==> src/sim32_pkg.sv <==
// Shared types and constants for the Simon 32/64 block cipher.
// No dependencies; every other file in src imports this package.
package sim32_pkg;

  // Cipher geometry
  localparam int unsigned WordW    = 16;
  localparam int unsigned Rounds   = 32;
  localparam int unsigned RoundIdW = $clog2(Rounds);
  localparam int unsigned KeyWords = 4;
  localparam int unsigned CfgIdxW  = 3;

  typedef logic [WordW-1:0]    word_t;
  typedef logic [RoundIdW-1:0] round_idx_t;
  typedef logic [CfgIdxW-1:0]  cfg_idx_t;

  // Configuration register indexes
  localparam cfg_idx_t RegKeyWord0 = cfg_idx_t'(0);
  localparam cfg_idx_t RegKeyWord1 = cfg_idx_t'(1);
  localparam cfg_idx_t RegKeyWord2 = cfg_idx_t'(2);
  localparam cfg_idx_t RegKeyWord3 = cfg_idx_t'(3);

  // Key schedule constants: z0 sequence bits 0..31 and the fixed c value.
  localparam logic [Rounds-1:0] Z0Seq    = 32'hB386_A45F;
  localparam word_t             KeyConst = 16'hFFFC;

endpackage

==> src/sim32_if.sv <==
// Handshake channels of the Simon 32/64 block cipher: input, result and
// configuration write. Depends on sim32_pkg.

interface sim32_in_if;
  import sim32_pkg::*;
  logic  valid;
  logic  ready;
  logic  action;
  word_t block_x;
  word_t block_y;
  modport source (output valid, output action, output block_x, output block_y, input ready);
  modport sink   (input valid, input action, input block_x, input block_y, output ready);
endinterface

interface sim32_out_if;
  import sim32_pkg::*;
  logic  valid;
  logic  ready;
  word_t out_x;
  word_t out_y;
  modport source (output valid, output out_x, output out_y, input ready);
  modport sink   (input valid, input out_x, input out_y, output ready);
endinterface

interface sim32_cfg_if;
  import sim32_pkg::*;
  logic     valid;
  logic     ready;
  cfg_idx_t index;
  word_t    data;
  modport source (output valid, output index, output data, input ready);
  modport sink   (input valid, input index, input data, output ready);
endinterface

==> src/simon32_64_block_cipher.sv <==
// Simon 32/64 block cipher top level: key registers, word-serial key
// schedule, round key memory and a shared round unit. Depends on sim32_pkg
// and the channel interfaces in sim32_if.sv.
// A result passes through the round unit, one round at a time, then through
// the hand-over state into the output register, which waits for it to be free.
// A new item is taken only once the last one has been handed over; the
// single round unit with its one key memory read per cycle sets this limit.
// Reset clears the key words to zero and marks the round keys stale. The key
// expansion then writes one round key a cycle into the memory, and is rerun after
// any key write; no item is accepted until it has finished.
module simon32_64_block_cipher (
  input  logic               clk_i,
  input  logic               rst_ni,
  sim32_in_if.sink           in_i,
  sim32_out_if.source        out_o,
  sim32_cfg_if.sink          cfg_i
);
  import sim32_pkg::*;

  // Controller state codes
  localparam logic [1:0] StIdle   = 2'd0;
  localparam logic [1:0] StExpand = 2'd1;
  localparam logic [1:0] StRound  = 2'd2;
  localparam logic [1:0] StDone   = 2'd3;

  localparam round_idx_t LastIdx = round_idx_t'(Rounds - 1);

  function automatic word_t rotl(input word_t v, input int unsigned s);
    rotl = word_t'((v << s) | (v >> (WordW - s)));
  endfunction

  function automatic word_t rotr(input word_t v, input int unsigned s);
    rotr = word_t'((v >> s) | (v << (WordW - s)));
  endfunction

  // Simon round function f(v) = (v <<< 1 & v <<< 8) ^ v <<< 2
  function automatic word_t round_f(input word_t v);
    round_f = (rotl(v, 1) & rotl(v, 8)) ^ rotl(v, 2);
  endfunction

  logic [1:0] state_q, state_d;
  round_idx_t cnt_q, cnt_d;
  logic       keys_ready_q, keys_ready_d;
  logic       op_q, op_d;
  word_t      key_q [KeyWords];
  word_t      ks_q [KeyWords];
  word_t      ks_d [KeyWords];
  word_t      a_q, a_d, b_q, b_d;
  word_t      rkey_q;
  word_t      round_keys [Rounds];
  logic       out_valid_q, out_valid_d;
  word_t      out_x_q, out_x_d, out_y_q, out_y_d;

  logic       in_acc, cfg_acc, key_wr, out_acc, out_free;
  logic       rd_dec;
  round_idx_t rd_seq, rd_addr;
  word_t      ks_t, ks_new;

  assign cfg_i.ready = 1'b1;
  assign cfg_acc     = cfg_i.valid & cfg_i.ready;
  // Indexes beyond the last key word are accepted and dropped.
  assign key_wr      = cfg_acc & (cfg_i.index <= RegKeyWord3);

  assign in_i.ready  = (state_q == StIdle) & keys_ready_q;
  assign in_acc      = in_i.valid & in_i.ready;

  assign out_o.valid = out_valid_q;
  assign out_o.out_x = out_x_q;
  assign out_o.out_y = out_y_q;
  assign out_acc     = out_valid_q & out_o.ready;
  assign out_free    = ~out_valid_q | out_o.ready;

  always_ff @(posedge clk_i or negedge rst_ni) begin
    if (!rst_ni) begin
      for (int i = 0; i < KeyWords; i++) begin
        key_q[i] <= '0;
      end
    end else if (key_wr) begin
      key_q[cfg_i.index[$clog2(KeyWords)-1:0]] <= cfg_i.data;
    end
  end

  // Key schedule step: the shift line holds k[i-4] .. k[i-1], oldest first.
  // The oldest word is written to the memory while k[i] enters at the far end.
  always_comb begin
    ks_t   = rotr(ks_q[3], 3) ^ ks_q[1];
    ks_new = ks_q[0] ^ ks_t ^ rotr(ks_t, 1) ^ KeyConst ^ word_t'(Z0Seq[cnt_q]);
  end

  // Round key read address. Encryption walks the keys upwards, decryption
  // downwards, which is the bitwise complement of the round number. The
  // first key is fetched in the accept cycle, each later one a round ahead.
  always_comb begin
    rd_seq  = (state_q == StIdle) ? '0 : round_idx_t'(cnt_q + 1'b1);
    rd_dec  = (state_q == StIdle) ? in_i.action : op_q;
    rd_addr = rd_dec ? ~rd_seq : rd_seq;
  end

  always_ff @(posedge clk_i) begin
    if (state_q == StExpand) begin
      round_keys[cnt_q] <= ks_q[0];
    end
    rkey_q <= round_keys[rd_addr];
  end

  always_comb begin
    state_d      = state_q;
    cnt_d        = cnt_q;
    keys_ready_d = keys_ready_q;
    op_d         = op_q;
    a_d          = a_q;
    b_d          = b_q;
    ks_d         = ks_q;
    out_valid_d  = out_valid_q & ~out_acc;
    out_x_d      = out_x_q;
    out_y_d      = out_y_q;

    unique case (state_q)
      StIdle: begin
        cnt_d = '0;
        if (in_acc) begin
          // Decryption runs through the same datapath with the halves
          // swapped on entry and again on exit.
          op_d    = in_i.action;
          a_d     = in_i.action ? in_i.block_y : in_i.block_x;
          b_d     = in_i.action ? in_i.block_x : in_i.block_y;
          state_d = StRound;
        end else if (!keys_ready_q && !key_wr) begin
          ks_d    = key_q;
          state_d = StExpand;
        end
      end
      StExpand: begin
        ks_d[0] = ks_q[1];
        ks_d[1] = ks_q[2];
        ks_d[2] = ks_q[3];
        ks_d[3] = ks_new;
        cnt_d   = round_idx_t'(cnt_q + 1'b1);
        if (key_wr) begin
          // A new key word makes this pass worthless: start again.
          state_d = StIdle;
        end else if (cnt_q == LastIdx) begin
          keys_ready_d = 1'b1;
          state_d      = StIdle;
        end
      end
      StRound: begin
        a_d   = b_q ^ round_f(a_q) ^ rkey_q;
        b_d   = a_q;
        cnt_d = round_idx_t'(cnt_q + 1'b1);
        if (cnt_q == LastIdx) begin
          state_d = StDone;
        end
      end
      StDone: begin
        if (out_free) begin
          out_valid_d = 1'b1;
          out_x_d     = op_q ? b_q : a_q;
          out_y_d     = op_q ? a_q : b_q;
          state_d     = StIdle;
        end
      end
      default: begin
        state_d = StIdle;
      end
    endcase

    if (key_wr) begin
      keys_ready_d = 1'b0;
    end
  end

  always_ff @(posedge clk_i or negedge rst_ni) begin
    if (!rst_ni) begin
      state_q      <= StIdle;
      cnt_q        <= '0;
      keys_ready_q <= 1'b0;
      out_valid_q  <= 1'b0;
    end else begin
      state_q      <= state_d;
      cnt_q        <= cnt_d;
      keys_ready_q <= keys_ready_d;
      out_valid_q  <= out_valid_d;
    end
  end

  always_ff @(posedge clk_i) begin
    op_q    <= op_d;
    a_q     <= a_d;
    b_q     <= b_d;
    ks_q    <= ks_d;
    out_x_q <= out_x_d;
    out_y_q <= out_y_d;
  end

  // An item is only taken once a full set of round keys is in the memory.
  assert property (@(posedge clk_i) disable iff (!rst_ni)
    in_i.ready |-> keys_ready_q)
    else $error("item accepted without expanded round keys");

  // The last round always hands over to the output stage.
  assert property (@(posedge clk_i) disable iff (!rst_ni)
    (state_q == StRound && cnt_q == LastIdx) |=> state_q == StDone)
    else $error("round sequence did not finish after the last round");

  // A result only appears straight after the hand-over stage.
  assert property (@(posedge clk_i) disable iff (!rst_ni)
    $rose(out_valid_q) |-> $past(state_q == StDone))
    else $error("result became valid outside the hand-over stage");

  // Any key write leaves the round keys stale.
  assert property (@(posedge clk_i) disable iff (!rst_ni)
    key_wr |=> !keys_ready_q)
    else $error("key write did not invalidate the round keys");

  // The result register is never overwritten while it still waits.
  assert property (@(posedge clk_i) disable iff (!rst_ni)
    (out_valid_q && !out_o.ready) |=> (out_valid_q && $stable(out_x_q) && $stable(out_y_q)))
    else $error("waiting result was overwritten");

endmodule
==> src/flat_wrapper.sv <==
// flat-port wrapper written by rule: the top's interface ports become plain ports
module simon32_64_block_cipher_flat import sim32_pkg::*;
  (clk_i, rst_ni, in_i_valid, in_i_action, in_i_block_x, in_i_block_y, in_i_ready, out_o_valid, out_o_out_x, out_o_out_y, out_o_ready, cfg_i_valid, cfg_i_index, cfg_i_data, cfg_i_ready);
  sim32_in_if in_i_i ();
  sim32_out_if out_o_i ();
  sim32_cfg_if cfg_i_i ();
  input  logic clk_i;
  input  logic rst_ni;
  input wire logic [$bits(in_i_i.valid)-1:0] in_i_valid;
  input wire logic [$bits(in_i_i.action)-1:0] in_i_action;
  input wire logic [$bits(in_i_i.block_x)-1:0] in_i_block_x;
  input wire logic [$bits(in_i_i.block_y)-1:0] in_i_block_y;
  output wire logic [$bits(in_i_i.ready)-1:0] in_i_ready;
  output wire logic [$bits(out_o_i.valid)-1:0] out_o_valid;
  output wire logic [$bits(out_o_i.out_x)-1:0] out_o_out_x;
  output wire logic [$bits(out_o_i.out_y)-1:0] out_o_out_y;
  input wire logic [$bits(out_o_i.ready)-1:0] out_o_ready;
  input wire logic [$bits(cfg_i_i.valid)-1:0] cfg_i_valid;
  input wire logic [$bits(cfg_i_i.index)-1:0] cfg_i_index;
  input wire logic [$bits(cfg_i_i.data)-1:0] cfg_i_data;
  output wire logic [$bits(cfg_i_i.ready)-1:0] cfg_i_ready;
  assign in_i_i.valid = in_i_valid;
  assign in_i_i.action = in_i_action;
  assign in_i_i.block_x = in_i_block_x;
  assign in_i_i.block_y = in_i_block_y;
  assign in_i_ready = in_i_i.ready;
  assign out_o_valid = out_o_i.valid;
  assign out_o_out_x = out_o_i.out_x;
  assign out_o_out_y = out_o_i.out_y;
  assign out_o_i.ready = out_o_ready;
  assign cfg_i_i.valid = cfg_i_valid;
  assign cfg_i_i.index = cfg_i_index;
  assign cfg_i_i.data = cfg_i_data;
  assign cfg_i_ready = cfg_i_i.ready;
  simon32_64_block_cipher u_core (.clk_i(clk_i), .rst_ni(rst_ni), .in_i(in_i_i), .out_o(out_o_i), .cfg_i(cfg_i_i));
endmodule
==> config.mk <==
export PLATFORM = sky130hd
export DESIGN_NAME = simon32_64_block_cipher_flat
export DESIGN_NICKNAME = d
export VERILOG_FILES = /design/src/sim32_pkg.sv /design/src/sim32_if.sv /design/src/simon32_64_block_cipher.sv /design/src/flat_wrapper.sv
export SDC_FILE = /design/constraint.sdc
export NUM_CORES = 1
export LEC_CHECK = 0
export BUFFER_PORTS_ARGS = -buffer_cell sky130_fd_sc_hd__buf_2
export CELL_PAD_IN_SITES_DETAIL_PLACEMENT = 0
export CELL_PAD_IN_SITES_GLOBAL_PLACEMENT = 1
export CORE_MARGIN = 3
export CORE_UTILIZATION = 40
export DETAILED_ROUTE_END_ITERATION = 16
export PLACE_DENSITY = 0.75
export SLEW_MARGIN = 40
export SYNTH_ARGS = -nofsm -noshare
export SYNTH_HDL_FRONTEND = slang
export SYNTH_SLANG_ARGS = --single-unit
==> constraint.sdc <==
create_clock -name clk_i -period 8.7 [get_ports clk_i]
set_input_delay 1.305 -clock clk_i [delete_from_list [all_inputs] [get_ports clk_i]]
set_output_delay 1.305 -clock clk_i [all_outputs]
set_load 0.01 [all_outputs]
# After elaboration in Yosys (flattened, before gate mapping)
# Memory sizes are Yosys's and may differ from the RTL's. A register that Yosys moved wholly into a read port is not among the register bits.
# Cells that the tools add are included.
[op_classes]
add_sub_neg = 1
magnitude_cmp = 4
n_eq_ne = 11
n_mux = 33
bitwise_logic = 24
n_reduce_logical = 17
[ops]
columns = ["operator", "count"]
rows = [
  ["64-bit two-way mux", 2],
  ["64-bit one-hot mux with 2 select lines", 1],
  ["16-bit two-way mux", 7],
  ["16-bit XOR", 6],
  ["64-bit bitwise mux", 1],
  ["16-bit one-hot mux with 2 select lines", 2],
  ["16-bit demux with 2-bit select", 1],
  ["16-bit AND", 1],
  ["13-bit by 16-bit bitwise OR with 16-bit output", 1],
  ["15-bit by 16-bit bitwise OR with 16-bit output", 1],
  ["16-bit by 1-bit bitwise OR with 16-bit output", 1],
  ["16-bit by 2-bit bitwise OR with 16-bit output", 1],
  ["16-bit by 8-bit bitwise OR with 16-bit output", 1],
  ["16-bit by 1-bit XOR with 16-bit output", 1],
  ["14-bit NOT", 1],
  ["2-bit two-way mux", 6],
  ["5-bit two-way mux", 2],
  ["5-bit one-hot mux with 2 select lines", 1],
  ["2-bit nonzero test", 5],
  ["1-bit two-way mux", 9],
  ["2-bit one-hot mux with 4 select lines", 1],
  ["2-bit AND reduction", 4],
  ["5-bit by 6-bit less-than comparator with 1-bit output (second input constant)", 1],
  ["2-bit by 1-bit != test with 1-bit output (second input constant)", 3],
  ["other kinds (20)", 30],
]
[totals]
regBits = 202
mem_bits_rw = 512
mem_bits_ro = 32
input_bits = 57
output_inout_bits = 35
word_cells = 109
memories = 2
[memory_table]
columns = ["name", "words", "word_bits", "rd", "rd_clocked_by_memory_dff", "wr", "line", "text"]
rows = [
  ["u_core.round_keys", 32, 16, 1, 1, 1, "simon32_64_block_cipher.sv:50", "word_t round_keys [Rounds];"],
  ["(name not given)", 32, 1, 1, 0, 0, "simon32_64_block_cipher.sv:87", "ks_new = ks_q[0] ^ ks_t ^ rotr(ks_t, 1) ^ KeyConst ^ word_t'(Z0Seq[cnt_q]);"],
]

# Longest topological paths before layout
# Gate-level depths: netlist of run 1.
[depth]
ltp_word = 7
depth_mapped = 14
mapped_depth_nobuf = 9

# Worst setup path after synthesis of run 1
# OpenSTA, ideal clock, no wires.
[synth_path]
path_kind = "input to register"
from = "input cfg_i_valid"
to = "register u_core.ks_q[0] (netlist bit), enable pin"
setup_ns = 0.581
arrival_ns = 6.208
required_ns = 8.119
setup_slack_ns = 1.911
stages = 2
n_path_buf = 0
cell_sequence = "nor2b_1 > o31ai_1"
[synth_via]
elab_chain_len = 5
[synth_lines]
columns = ["element", "line", "text"]
rows = [
  ["start, declared", "flat_wrapper.sv:18", "input wire logic [$bits(cfg_i_i.valid)-1:0] cfg_i_valid;"],
  ["1-bit AND", "simon32_64_block_cipher.sv:62", "assign key_wr = cfg_acc & (cfg_i.index <= RegKeyWord3);"],
  ["1-bit zero test", "simon32_64_block_cipher.sv:128", "end else if (!keys_ready_q && !key_wr) begin"],
  ["1-bit logical AND", "simon32_64_block_cipher.sv:128", ""],
  ["2-bit != test (no source line)", "--", ""],
  ["3-bit AND reduction (no source line)", "--", ""],
  ["end signal, assigned", "simon32_64_block_cipher.sv:191", "ks_q <= ks_d;"],
  ["end, declared", "simon32_64_block_cipher.sv:46", "word_t ks_q [KeyWords];"],
]
# Every way passes these cells.
# A chain may end at the register's enable or synchronous reset.

# Worst setup path after layout of run 1
[layout_path]
from = "register u_core.cnt_q[0]"
to = "register u_core.rkey_q[8] (read register of u_core.round_keys)"
[layout_via]
elab_chain_len = 4
[layout_lines]
columns = ["element", "line", "text"]
rows = [
  ["start, declared", "simon32_64_block_cipher.sv:42", "round_idx_t cnt_q, cnt_d;"],
  ["start signal, assigned", "simon32_64_block_cipher.sv:181", "cnt_q <= cnt_d;"],
  ["5-bit by 1-bit adder with 5-bit output (*)", "simon32_64_block_cipher.sv:94", "rd_seq = (state_q == StIdle) ? '0 : round_idx_t'(cnt_q + 1'b1);"],
  ["5-bit two-way mux (*)", "simon32_64_block_cipher.sv:94", ""],
  ["5-bit NOT", "simon32_64_block_cipher.sv:96", "rd_addr = rd_dec ? ~rd_seq : rd_seq;"],
  ["5-bit two-way mux (*)", "simon32_64_block_cipher.sv:96", ""],
  ["end, declared", "simon32_64_block_cipher.sv:49", "word_t rkey_q;"],
]
# Every way passes the cells marked *; elsewhere a longest branch is shown, timed or not.

==> results of run 1 <==
## per-stage QoR
stage	area, µm²	worst slack (ns)	hold WS [ns]	power [µW]
finish	37200	4.066	0.5017	14100
global route	37200	3.683	0.5140	14790
floorplan	32710	1.911	0.4754	8924
detailed placement	34500	3.813	0.4929	10690
global placement	34260	3.752	0.4851	10490
CTS	37150	4.076	0.5059	14110
## final cells by class
type / count / area share (%)
flip-flops and latches: 730 / 57.53
well taps: 1060 / 3.566
repair buffers: 177 / 3.270
multi-input cells: 1538 / 28.41
clock inverters: 50 / 1.500
clock buffers: 97 / 5.634
inverters: 9 / 0.09082
## worst max path at each step
stage | from | end | slack (ns)
after global placement | u_core.cnt_q[0] | u_core.rkey_q[9] | 3.75
after global routing | u_core.cnt_q[0] | u_core.rkey_q[8] | 3.68
final | u_core.cnt_q[0] | u_core.rkey_q[8] | 4.07
after CTS | u_core.cnt_q[0] | u_core.rkey_q[8] | 4.08
after detailed placement | in_i_action | u_core.rkey_q[9] | 3.81
after floorplan | cfg_i_valid | u_core.ks_q[0] | 1.91
## critical path: cells and delay by family (launching register included)
family,cells,cell delay [ns]
fa+ha+maj,1,0.31
simple gates,3,0.86
compound gates,3,0.96
flops,1,0.52
buf+inv,5,1.76
## cells in the mapped netlist, types with 32 or more instances
library cell / count
edfxtp_1: 641
a21oi_1: 116
nor2_1: 91
a22oi_1: 47
dfrtp_1: 73
nor3b_1: 33
nand2b_1: 56
buf_2: 65
o21ai_0: 97
o22ai_1: 132
a311oi_1: 32
clkbuf_1: 85
a32oi_1: 48
nand2_1: 346
mux2i_1: 100
mux2_2: 146
xnor2_1: 98
## registers in the layout, summed over array words and instances, names as in the netlist
register and cells:
u_core.key_q 64, u_core.round_keys 512, u_core.b_q 16, u_core.ks_q 64
u_core.state_q 2, u_core.cnt_q 5, u_core.out_o.valid 1, u_core.op_q 1
u_core.a_q 16, u_core.out_o.out_y 16, u_core.rkey_q 16, u_core.keys_ready_q 1
u_core.out_o.out_x 16
## placed cells by master (no fill, tap or decap), types with 17 or more instances in the layout
| cell type | synthesis | routed |
|---|---|---|
| nor2_1 | 91 | 87 |
| o221ai_1 | 17 | 17 |
| edfxtp_1 | 641 | 641 |
| a22oi_1 | 47 | 47 |
| xnor2_1 | 98 | 98 |
| a311oi_1 | 32 | 26 |
| dfrtp_1 | 73 | 72 |
| buf_4 | 16 | 72 |
| a221oi_1 | 17 | 17 |
| a32oi_1 | 48 | 48 |
| mux2i_1 | 100 | 100 |
| nor3b_1 | 33 | 33 |
| clkbuf_16 | 0 | 80 |
| buf_2 | 65 | 89 |
| a21oi_1 | 116 | 115 |
| clkinv_2 | 0 | 18 |
| nand2b_1 | 56 | 54 |
| mux2_2 | 146 | 146 |
| o22ai_1 | 132 | 130 |
| o22a_1 | 31 | 31 |
| o21ai_0 | 97 | 97 |
| nand2_1 | 346 | 346 |
## metal layers
layer,up-vias,track usage (%),routed length (µm),part of all wire [%]
met5,-,0,0,0
met4,0,7.733,3031,3.4
met3,160,3.187,6547,7.4
met2,976,32.85,41360,47
met1,10750,27.62,37250,42
li1,9568,-,-,-
## power groups by stage
| stage | clock network, µW | registers, µW | logic (µW) |
|---|---|---|---|
| 3_5_place_dp | 0 | 5270 | 5420 |
| 3_3_place_gp | 0 | 5300 | 5200 |
| 4_1_cts | 3470 | 5200 | 5440 |
| 5_1_grt | 3610 | 5230 | 5940 |
| 2_1_floorplan | 0 | 5280 | 3640 |
| 6_report | 3410 | 5190 | 5500 |
## logic make-up (layout without fill, tap and decap cells)
kind of cell,count (synthesis),in the layout,share of synthesized area (%)
DFF,730,730,65.40
AOI/OAI and AO/OA,604,604,12.48
and+or+nand+nor,570,570,7.719
muxes,247,247,8.155
buffers and inverters,198,333,2.888
xor gates and xnor gates,104,104,2.884
adders and majority gates,12,12,0.4590
other,1,1,0.01146
==> results.txt, run 1 <==
CP required = 9.19 ns
routed vias = 21454
Hold Startpoint = u_core.key_q[22]
die area = 0.08525 mm²
worst-path cell with the longest stage delay = a31oi_4
Crit Path Max Fanout = 70
Arr. time, crit path = 5.13 ns
Root Buffer Master = clkbuf_16
Avg Synthesized Cell Area = 13.27 µm²
status = completed
post-placement cell count = 3512
maximum VDD drop = 255.5 µV
Detail Route Antenna Nets = 0
switch share = 37.75%
syn nets = 2535
post-synth top area cell = edfxtp_1
All-Layer GR Usage = 20.27%
fraction of registers with async set/reset = 10.00%
max-slew violation count = 0
number of synthesized flops with an enable pin = 641
area of the core = 0.08081 mm²
unique cell type count in the Yosys netlist = 57
DR DRC count = 0
Initial Util = 40.48%
Initial DRT Pass Iterations = 5
reg2reg path depth = 12
area of the multi-input gates = 0.01057 mm²
Internal = 8778 µW
RD Place Congestion = 0.8748
synthesized netlist cell count = 2466
fin cells = 3661
f_max = 215.8 MHz
most frequent CP cell = buf_4
switching power = 5324 µW
Post-Route WL = 88.18 mm
Comb power frac = 39.0%
worst slew pin tran = 0.9362 ns
post-synthesis register bit count = 730
CP Cell Sequence = inv_1 > ha_2 > buf_4 > nand2b_4 > buf_16 > a31oi_4 > buf_4 > buf_12 > nand2_1 > a32oi_1 > o22ai_1 > nor4_1
Detailed Route Iter0 Violations = 2256
Nets = 2604
Crit Path Class = reg -> reg
Power Dens Cells = 379.1 mW/mm²
worst-skew pair later-pin latency = 0.64 ns
Area Overhead vs Synth = 13.70%
gr ovfl total = 0
synth warn = 0
Pleak = 0.01262 µW
largest net degree at the start of global routing = 97
RR Startpoint = u_core.cnt_q[0]
Row Count = 104
IO Pins = 92
final setup fails = 0
port bufs = 90
DR WL/cell = 24.09 µm
reg2reg end = u_core.rkey_q[8]
Post-CTS Hold Buffers = 0
Critical Path Max Stage Delay = 0.59 ns
Gates resized, CTS repair = 0
Clock Tree Buf Depth = 3
Yosys top cell area share = 58.84%
clock sink count = 730
fill count = 7022
sequential share of power = 36.8%
final cycle utilization of the critical path = 53.26%
global-route wire length before repair = 132.2 mm
max cap viols = 0
sequential fraction of the synthesis area = 65.40%
ant diodes = 0
Mapped Area = 0.03271 mm²
CTS clk-pin slew, worst paths = 0.06 ns
chip width = 292.0 µm
vias in the first global route = 20874
Hold Vio Cnt, Final = 0
CTS tree = built
CTS buffer count = 79
Hold Crit Class = reg -> reg
WHS Path Cells = 1
RSZ-0062 raised after global routing = no
Primary FF master, synth = edfxtp_1
sequential cell area = 0.02140 mm²
setup_tns = 0 ns
Die Y = 292.0 µm
antenna violations before repair = 0
R2R Setup Slk = 4.07 ns
Vias/cell = 5.860
H-tree lvl count = 3
Final Util = 46.03%
clock power share = 24.2%
Setup Buffers After CTS = 0
Setup Skew = 0.03334 ns
Worst Hold Path EP = u_core.key_q[22]
ratio of cells with drive above 1 in the final layout = 18.38%
synth top area cells = edfxtp_1 59%, dfrtp_1 5.6%, mux2_2 5.0%, nand2_1 4.0%, mux2i_1 3.1%
CP endpoint kind = register
DPL Wire Length = 54.28 mm
Tmin final = 4.634 ns
crit path launch type = register
Rel. slew slack = 37.16%
No activity file was read; power rests on OpenSTA's default activity.
==> run 2, diff against run 1 <==
PLACE_DENSITY = 0.77   (was 0.75)
clock period = 4.13 ns   (was 8.7 ns; I/O delays follow)
==> run 2 against run 1 <==
  * Critical endpoint is now u_core.rkey_q[7]
  * Maximum frequency grew 21%
  * Clock power rose by 120%
  * Highest routed layer unchanged
  * Via count increased by 0.64%
  * Hold slack got worse by 0.26 ns
  * Sequential power is 110% higher
  * Largest power group unchanged
==> results.txt, run 2 (synthesis gave the netlist of run 1 again) <==
CTS clk-pin slew, worst paths = 0.06 ns
max FFs per register = 512
Area Overhead vs Synth = 13.96%
most common cell after layout, fill and taps aside = edfxtp_1
Final Cell Area = 0.03728 mm²
Initial DRT Pass Iterations = 5
final setup fails = 0
Pleak = 0.01269 µW
clock sink count = 730
worst slew pin tran = 0.9657 ns
gr ovfl total = 0
CTS tree = built
Hold Vio Cnt, Final = 0
R2R Setup Slk = 0.31 ns
placed cell area = 0.03449 mm²
Rel. slew slack = 35.18%
CP required = 4.61 ns
largest net degree at the start of global routing = 100
port bufs = 90
Clock Tree Buf Depth = 3
H-tree lvl count = 3
Crit Path Max Fanout = 16
crit path launch type = register
RD Place Congestion = 0.8900
RSZ-0062 raised after global routing = no
commonest cells after routing, fill and taps aside = 641 x edfxtp_1, 346 x nand2_1, 146 x mux2_2
Setup Skew = 0.04083 ns
f_max = 262.0 MHz
Tmin final = 3.816 ns
Power Dens Cells = 811.0 mW/mm²
Crit Path Class = reg -> reg
Arr. time, crit path = 4.30 ns
Detail Route Antenna Nets = 0
CTS buffer count = 80
All-Layer GR Usage = 20.70%
RR Startpoint = u_core.cnt_q[0]
max cap viols = 0
chip width = 292.0 µm
max-slew violation count = 0
Detailed Route Iter0 Violations = 2426
maximum VDD drop = 463.9 µV
setup_tns = 0 ns
global-route wire length before repair = 134.2 mm
CP endpoint kind = register
fill count = 7004
ratio of cells with drive above 1 in the final layout = 18.50%
die area = 0.08525 mm²
worst-skew pair later-pin latency = 0.66 ns
Gates resized, CTS repair = 0
routed vias = 21592
largest registers = u_core.round_keys (512), u_core.key_q (64), u_core.ks_q (64)
DPL Wire Length = 55.90 mm
largest register by flop count = u_core.round_keys
final cycle utilization of the critical path = 92.40%
Nets = 2619
DR DRC count = 0
reg2reg path depth = 8
Vias/cell = 5.872
Initial Util = 40.48%
area of the core = 0.08081 mm²
reg2reg end = u_core.rkey_q[7]
Root Buffer Master = clkbuf_16
Die Y = 292.0 µm
Critical Path Sink = u_core.rkey_q[7]
Hold Crit Class = in -> reg
IO Pins = 92
vias in the first global route = 20745
Row Count = 104
critical path startpoint = u_core.cnt_q[0]
status = completed
DR WL/cell = 24.45 µm
antenna violations before repair = 6
WHS = 0.2371 ns
Post-Route WL = 89.89 mm
Setup Buffers After CTS = 0
-- run 2: changes by cell type in the layout (fill, tap and decap cells not counted), moves of 3 or more --
cell        before  now
a311oi_1        26   30
a311oi_2         6    2
buf_4           72   90
buf_6           10    7
clkbuf_1        14   18
clkbuf_8         3    9
clkinv_1        14    8
clkinv_16        1    4
clkinv_2        18   13
clkinv_8         3    0
clkinvlp_4       1    4
-- run 2: how the worst min path moves through the flow --
stage	from	end	slack, ns	cells past startpoint
after CTS	cfg_i_data[4]	u_core.key_q[20]	0.20	2
after floorplan	rst_ni	u_core.cnt_q[0]	0.32	0
after detailed placement	u_core.key_q[41]	u_core.key_q[41]	0.49	1
final	cfg_i_data[4]	u_core.key_q[52]	0.24	2
after global routing	cfg_i_data[4]	u_core.key_q[20]	0.21	2
after global placement	u_core.key_q[24]	u_core.key_q[24]	0.48	1
-- run 2: power breakdown --
| part | internal (µW) | switching (µW) |
|---|---|---|
| Sequential | 10100 | 818 |
| Clock | 4350 | 3040 |
| Combinational | 4140 | 7750 |
-- run 2: metrics by stage --
| stage | utilization (%) | total power, µW | instances | worst slack (ns) |
|---|---|---|---|---|
| finish | 46.14 | 30240 | 3677 | 0.3139 |
| global placement | 42.64 | 22590 | 3525 | 0.5221 |
| detailed placement | 42.69 | 22830 | 3527 | 0.4958 |
| floorplan | - | 18770 | 2466 | 0.9155 |
| CTS | 46.11 | 30270 | 3676 | 0.4882 |
| global route | 46.14 | 31570 | 3677 | 0.2789 |
-- run 2: layout make-up --
type	instances	area (µm²)	share of cell area, %
repair buffers	191	1290	3.460
diodes	1	2.502	0.006712
clock buffers	107	2193	5.883
multi-input cells	1538	10470	28.09
clock inverters	41	564.3	1.514
flip-flops and latches	730	21400	57.40
inverters	9	33.78	0.09062
well taps	1060	1326	3.558
-- run 2: per-layer routing --
layer  up-vias  routed length [µm]  track usage (%)  share of wire [%]
met5         -                   0                0                  0
met4         0                2749            6.848                3.1
met3       162                7370            3.362                8.2
met2       971               42160            33.41                 47
met1     10862               37610            28.66                 42
li1       9597                   -                -                  -
-- run 2: repair_timing --
item | CTS | global route
hold endpoints to repair | 38 | 0
hold buffers | 1 | 0
setup endpoints to repair | 0 | 0
-- run 2: worst max-delay path: stages, from the launching register on --
cell	delay [ns]
dfrtp_4	0.51
ha_1	0.33
and3_1	0.23
ha_1	0.36
or2_2	0.33
mux2i_1	0.22
nand2_1	0.54
a311oi_1	0.96
nor4_1	0.15
==> run 3, diff against run 2 <==
CORE_MARGIN = 4   (was 3)
==> run 3 against run 2 <==
  * First-iteration DRC count increased by 3.1%
  * Via count up 0.63%
  * Register-to-register slack better by 0.096 ns
==> results.txt, run 3 (synthesis gave the netlist of run 1 again) <==
fin cells = 3676
RD Place Congestion = 0.8745
Crit Path Max Fanout = 29
vias in the first global route = 21201
Tmin final = 3.721 ns
worst slew pin tran = 0.8737 ns
commonest cells after routing, fill and taps aside = 641 x edfxtp_1, 346 x nand2_1, 146 x mux2_2
Clock Tree Buf Depth = 3
Detail Route Antenna Nets = 0
f_max = 268.8 MHz
post-route setup slack = 0.4094 ns
port bufs = 90
RSZ-0062 raised after global routing = no
antenna violations before repair = 2
final cycle utilization of the critical path = 90.09%
Power Dens Cells = 811.4 mW/mm²
Final Util = 46.29%
Critical Path Max Stage Delay = 0.63 ns
DR DRC count = 0
Initial Util = 40.48%
final setup fails = 0
CTS clk-pin slew, worst paths = 0.06 ns
Gates resized, CTS repair = 0
status = completed
die area = 0.08642 mm²
Setup Skew = 0.04896 ns
setup_tns = 0 ns
routed vias = 21729
Final Cell Area = 0.03741 mm²
Rel. slew slack = 41.36%
global-route wire length before repair = 133.0 mm
max cap viols = 0
fill count = 7093
Crit Path Class = reg -> reg
CP required = 4.61 ns
placed cell area = 0.03460 mm²
worst-skew pair later-pin latency = 0.66 ns
post-placement cell count = 3525
DR WL/cell = 24.34 µm
IO Pins = 92
maximum VDD drop = 602.2 µV
gr ovfl total = 0
crit path launch type = register
Hold Vio Cnt, Final = 0
Initial DRT Pass Iterations = 6
Post-Place Worst Slack = 0.4764 ns
CTS buffer count = 81
Vias/cell = 5.911
All-Layer GR Usage = 20.23%
CP Cell Sequence = inv_1 > ha_2 > and2_2 > buf_4 > a22oi_1 > o21ai_0 > a211oi_1 > a311oi_1 > nor4_1
Row Count = 104
ratio of cells with drive above 1 in the final layout = 19.01%
CTS tree = built
chip width = 294.0 µm
most common cell after layout, fill and taps aside = edfxtp_1
Detailed Route Iter0 Violations = 2502
CP endpoint kind = register
sequential cell area = 0.02140 mm²
max FFs per register = 512
largest register by flop count = u_core.round_keys
Die Y = 294.0 µm
worst-path cell with the longest stage delay = and2_2
Area Overhead vs Synth = 14.35%
DPL Wire Length = 55.61 mm
largest registers = u_core.round_keys (512), u_core.key_q (64), u_core.ks_q (64)
Root Buffer Master = clkbuf_16
Nets = 2619
clock sink count = 730
area of the multi-input gates = 0.01054 mm²
Post-Route WL = 89.48 mm
largest net degree at the start of global routing = 93
max-slew violation count = 0
H-tree lvl count = 3
Hold Crit Class = in -> reg
Pleak = 0.01274 µW
Arr. time, crit path = 4.20 ns
area of the core = 0.08081 mm²
## run 3: changes by cell type in the layout (fill, tap and decap cells not counted), moves of 2 or more
cell / delta
a311oi_2: +9
a311oi_1: -9
buf_12: +3
clkinv_1: +5
buf_4: -5
clkbuf_8: -7
bufinv_16: +2
clkbuf_1: -9
clkinv_2: +6
## run 3: metrics by stage
step | power (µW) | hold slack [ns]
6_report | 30350 | 0.2299
5_1_grt | 31760 | 0.2060
4_1_cts | 30350 | 0.1922
3_5_place_dp | 22850 | 0.4917
3_3_place_gp | 22460 | 0.4849
2_1_floorplan | 18770 | 0.3239
## run 3: per-layer routing
| layer | vias up | share of wire [%] | GRT usage [%] |
|---|---|---|---|
| met5 | - | 0.015 | 0 |
| met4 | 2 | 4.0 | 7.590 |
| met3 | 201 | 9.2 | 4.249 |
| met2 | 1038 | 46 | 31.78 |
| met1 | 10876 | 41 | 27.83 |
| li1 | 9612 | - | - |
## run 3: timing repair
item / CTS / global route
endpoints found under the setup margin: 0 / 0
hold buffers: 1 / 0
buffers inserted: 0 / 0
hold endpoints to repair: 62 / 0
## run 3: layout make-up
type,instances,share of cell area [%]
flip-flops and latches,730,57.21
multi-input cells,1538,28.19
clock buffers,92,5.582
well taps,1060,3.546
repair buffers,190,3.539
clock inverters,56,1.843
inverters,9,0.09031
diodes,1,0.006690
## run 3: critical path, delay by kind of cell, from the launching register on
kind / cells / cell delay [ns]
AOI/OAI and AO/OA: 4 / 1.28
and+or+nand+nor: 2 / 0.75
buffers and inverters: 2 / 0.54
adders and majority gates: 1 / 0.52
DFF: 1 / 0.43
## run 3: final timing paths
check                                  from                to  slack (ns)  depth (start not counted)
max                         u_core.cnt_q[1]  u_core.rkey_q[9]        0.41                          9
min                           cfg_i_data[5]  u_core.key_q[37]        0.23                          2
max reg2reg                 u_core.cnt_q[1]  u_core.rkey_q[9]        0.41                          9
min reg2reg                u_core.key_q[57]  u_core.key_q[57]        0.50                          1
max in group asynchronous            rst_ni   u_core.cnt_q[0]        2.99                          2
min in group asynchronous            rst_ni  u_core.key_q[23]        0.56                          2
## run 3: report_power, final
part / switching, µW / internal [µW] / leakage, µW
Combinational: 7790 / 4170 / 0.00453
Sequential: 806 / 10100 / 0.00685
Clock: 3070 / 4390 / 0.00136
